## src/rtl/core/ising_ram.sv

```systemverilog
// Generic RAM: one write port, two read ports, registered read data.
// Depends on nothing.
module ising_ram #(
   parameter int WIDTH = 64,
   parameter int DEPTH = 64
) (
   input  logic                     clock,
   input  logic                     wr_en,
   input  logic [$clog2(DEPTH)-1:0] wr_addr,
   input  logic [WIDTH-1:0]         wr_data,
   input  logic                     rd_a_en,
   input  logic [$clog2(DEPTH)-1:0] rd_a_addr,
   output logic [WIDTH-1:0]         rd_a_data,
   input  logic                     rd_b_en,
   input  logic [$clog2(DEPTH)-1:0] rd_b_addr,
   output logic [WIDTH-1:0]         rd_b_data
);

   logic [WIDTH-1:0] mem [DEPTH];

   always_ff @(posedge clock) begin
      if (wr_en) begin
         mem[wr_addr] <= wr_data;
      end
      if (rd_a_en) begin
         rd_a_data <= mem[rd_a_addr];
      end
      if (rd_b_en) begin
         rd_b_data <= mem[rd_b_addr];
      end
   end

endmodule

```

## config.mk

```make
export PLATFORM = sky130hd
export DESIGN_NAME = ising_ram
export DESIGN_NICKNAME = d
export VERILOG_FILES = /design/src/rtl/core/ising_ram.sv
export SDC_FILE = /design/constraint.sdc
export NUM_CORES = 2
export LEC_CHECK = 0
export ABC_CLOCK_PERIOD_IN_PS = 12480
export CAP_MARGIN = 20
export CORE_ASPECT_RATIO = 1.75
export CORE_MARGIN = 2
export CORE_UTILIZATION = 31
export DETAILED_ROUTE_END_ITERATION = 10
export DONT_BUFFER_PORTS = 1
export PLACE_DENSITY = 0.53
export SLEW_MARGIN = 20
export SYNTH_ARGS = -nofsm -noshare
export SYNTH_HDL_FRONTEND = slang
export SYNTH_SLANG_ARGS = --single-unit
```

## constraint.sdc

```tcl
create_clock -name clock -period 12.48 [get_ports clock]
set_clock_uncertainty 0.05 [all_clocks]
set_input_delay 0.624 -clock clock [delete_from_list [all_inputs] [get_ports clock]]
set_output_delay 0.624 -clock clock [all_outputs]
set_load 0.02 [all_outputs]
```

==> metrics.csv <==
stage;metric;value;unit
routing;WL final;768000;µm
global_route;first-pass GRT wire length;1020000;µm
synth;synthesis warning total;0;
global_route;initial antenna violation count;65;
power_and_ir_drop;switching pwr;0.00740;W
worst_setup_path;CP most frequent cell;buf_16;
placed_design;Placed Cells;16400;
power_and_ir_drop;Pwr Density;144;nW/µm²
worst_hold_path;hold_sp;rd_b_addr[5];
clocking;CTS Buffer Depth;4;
clocking;Clock transition at path regs;70;ps
synth;Seq/Total Area, Yosys;67.1;%
status;failing checks;negative hold slack, max-slew violations;
worst_setup_path;RR Startpoint;mem[55][51];
die;DIE WIDTH;594;µm
worst_hold_path;HP Class;primary input to register;
clocking;CTS tree;built;
worst_setup_path;critical path startpoint category;primary input;
global_route;GRT Util Overall;24.3;%
sta;RSZ-0062 raised after global routing;false;
clocking;Resized cells post-CTS;0;
power_and_ir_drop;Seq pwr share;51.6;%
power_and_ir_drop;Switching Fraction;23.9;%
synth;Cell variety after synth;41;
clocking;CTS Buf Count;387;
worst_setup_path;CP required;13080;ps
power_and_ir_drop;clock group share of total power;40.3;%
clocking;H-tree depth;5;
clocking;clk sinks;4224;
routing;antenna-violating nets left;0;
routing;Via density;6.32;
routing;DRC viols;0;
layout;area grow syn2layout;13.7;%
clocking;Hold Buf Count CTS;136;
layout;proportion of layout cells with a drive suffix above 1;34.0;%
die;Core Rows;379;
layout;most frequent cells in the layout;4224 x edfxtp_1, 2016 x mux4_2, 533 x o22ai_1;
layout;filler instances;55800;
synth;post-synthesis xor/xnor area fraction;0;%
layout;commonest non-fill, non-tap cell in the layout;edfxtp_1;
status;status;finished, violations left;
placed_design;routability cong.;0.841;
sta;minimum hold slack;-66.6;ps
worst_setup_path;slowest cell delay on critical path;580;ps
worst_setup_path;Data arrival, critical path;5910;ps
global_route;number of global-route vias before repair;113000;
routing;1st-iter DRT viols;15500;
worst_setup_path;CP max-delay cell;mux4_2;
die;DIE HEIGHT;1040;µm
sta;final slew viol count;86;
layout;fin util;35.4;%
die;I/O Pins;214;
worst_setup_path;CP startpoint;rd_a_addr[0];
placed_design;IO buf count;0;
power_and_ir_drop;P_leak;64.6;nW
sta;Final period util;42.5;%
clocking;clk_lat worst skew;1010;ps
power_and_ir_drop;VDD IR max;0.000112;V
synth;adder-cell area share of the yosys netlist;0;%
sta;Min Clock Period, post-route;5310;ps
placed_design;DP HPWL;443000;µm
routing;Routed WL per cell;44.3;µm
routing;Pre-antenna DRT Iters;8;
power_and_ir_drop;Logic pwr share;8.1;%
global_route;largest net degree at the start of global routing;408;
sta;fmax;188;MHz
power_and_ir_drop;Internal Power;0.0235;W
sta;# setup viols final;0;
synth;largest family of logic cells by synthesized area;multiplexers;
sta;Worst Max-Slew Pin Slew;1620;ps
synth;mux cell area share after synthesis;25.0;%
worst_setup_path;CP endpoint kind;register;
job;Max-cap violations;0;
clocking;Root Driver;clkbuf_16;
clocking;Setup Fix Bufs, Post-CTS;0;
global_route;grt ovf;0;
synth;Synth Area in Simple Gates;1.07;%
die;Core Box Area;608000;µm²
sta;Rel. slew slack;-7.94;%
die;Die Area;616000;µm²
sta;final setup TNS;0;ps
synth;mapped cell area;189000;µm²
synth;average size of a mapped cell;21.4;µm²
synth;Compound-Gate Fraction of Synth Area;4.77;%
sta;Fin. Hold Viols;12;
layout;Cell Count, Final, Fillers Out;17300;
die;Initial Utilization;31.1;%
worst_setup_path;critical path, cell by cell;buf_16 > buf_16 > buf_16 > buf_16 > buf_16 > buf_16 > buf_16 > buf_16 > mux4_2 > o22ai_1 > nor2_1 > a21oi_1 > a221oi_1;
synth;Synth Register Bits;4224;
worst_setup_path;worst-path maximum fanout;80;
layout;Final #Nets;9067;
worst_setup_path;kind of critical path;primary input to register;
synth;syn_nets;8927;
synth;Syn Inst Count;8841;
routing;Vias;110000;
[synth_stat cells]
master | n | area, µm²
edfxtp_1 | 4224 | 127000
mux4_2 | 2016 | 45400
o22ai_1 | 533 | 3330
clkbuf_1 | 296 | 1110
buf_2 | 242 | 1210
mux2i_1 | 177 | 1770
nor2_1 | 164 | 616
buf_4 | 140 | 1050
a22o_1 | 136 | 1190
a221oi_1 | 134 | 1170
a21oi_1 | 128 | 641
a211oi_1 | 79 | 593
o221ai_1 | 73 | 639
nor3_1 | 63 | 315
nor4_1 | 55 | 344
o22a_1 | 51 | 447
nand2_1 | 39 | 146
a22oi_1 | 37 | 278
buf_1 | 33 | 124
buf_6 | 30 | 338
nor2b_1 | 30 | 188
a221oi_2 | 19 | 285
nand2b_1 | 18 | 113
nand3_1 | 18 | 90.1
mux2_2 | 16 | 180
a31oi_1 | 14 | 87.6
a311oi_1 | 13 | 114
a2111oi_0 | 12 | 105
nand4_1 | 8 | 50.1
o21ai_1 | 8 | 40.0
or2_2 | 6 | 37.5
a32oi_1 | 5 | 43.8
nand3b_1 | 5 | 37.5
o211a_1 | 5 | 50.1
and2_1 | 3 | 18.8
or3b_2 | 3 | 26.3
or4_1 | 3 | 22.5
nand4b_1 | 2 | 17.5
clkbuf_4 | 1 | 7.51
inv_1 | 1 | 3.75
or3_1 | 1 | 6.26
[registers in the layout, summed over array words and instances (netlist names)]
signal     cells
rd_a_data     64
rd_b_data     64
mem         4096
[power groups by stage]
stage	registers, W	logic, W	clock network, W
after floorplan	0.0162	0.00142	0
after global placement	0.0163	0.00205	0
after detailed placement	0.0163	0.00213	0
after CTS	0.0160	0.00246	0.0125
after global routing	0.0160	0.00259	0.0130
final	0.0159	0.00252	0.0124
[routing by layer]
layer  routed length (µm)  up-vias  global-route usage, %
li1                     -    40000                      -
met1               255000    60500                   27.6
met2               383000     7130                   41.2
met3                71100     2021                   5.23
met4                58300       34                   16.5
met5                  234        -                      0
[cell type report]
class / instances / area, µm² / area share, %
Multi-Input combinational cell: 3874 / 59200 / 27.5
Clock buffer: 449 / 10100 / 4.68
Antenna cell: 41 / 103 / 0.0477
Sequential cell: 4224 / 127000 / 59.0
Tap cell: 8001 / 10000 / 4.66
Timing Repair Buffer: 493 / 6060 / 2.82
Clock inverter: 258 / 2680 / 1.25
Inverter: 1 / 6.26 / 0.00291
[through the flow]
step | total power [W] | hold WS (ps) | setup WS [ps] | instance area [µm²]
global placement | 0.0183 | 678 | 5780 | 199000
finish | 0.0309 | -66.6 | 7170 | 215000
detailed placement | 0.0184 | 677 | 6040 | 199000
CTS | 0.0310 | 2.49 | 7040 | 215000
global route | 0.0316 | -11.1 | 6750 | 215000
floorplan | 0.0176 | 673 | 6400 | 189000
[cell families (layout without fill, tap and decap cells)]
| group | after synthesis | after routing |
|---|---|---|
| AND/OR/NAND/NOR | 418 | 418 |
| AO/OA/AOI/OAI | 1247 | 1247 |
| buffers and inverters | 743 | 1201 |
| flip-flops | 4224 | 4224 |
| multiplexers | 2209 | 2209 |
| other | 0 | 41 |
[final timing paths]
kind	end	slack, ps	cells after the start
min	rd_b_data[29]	-70	1
max	rd_a_data[5]	7170	13
min reg2reg	rd_b_data[57]	890	4
max reg2reg	rd_a_data[51]	9850	5
[critical path: cells and delay by family]
| kind | cells | cell delay (ps) |
|---|---|---|
| compound gates | 3 | 630 |
| buf+inv | 8 | 3070 |
| mux | 1 | 580 |
| simple gates | 1 | 140 |
Power figures use the tool's default switching activity.
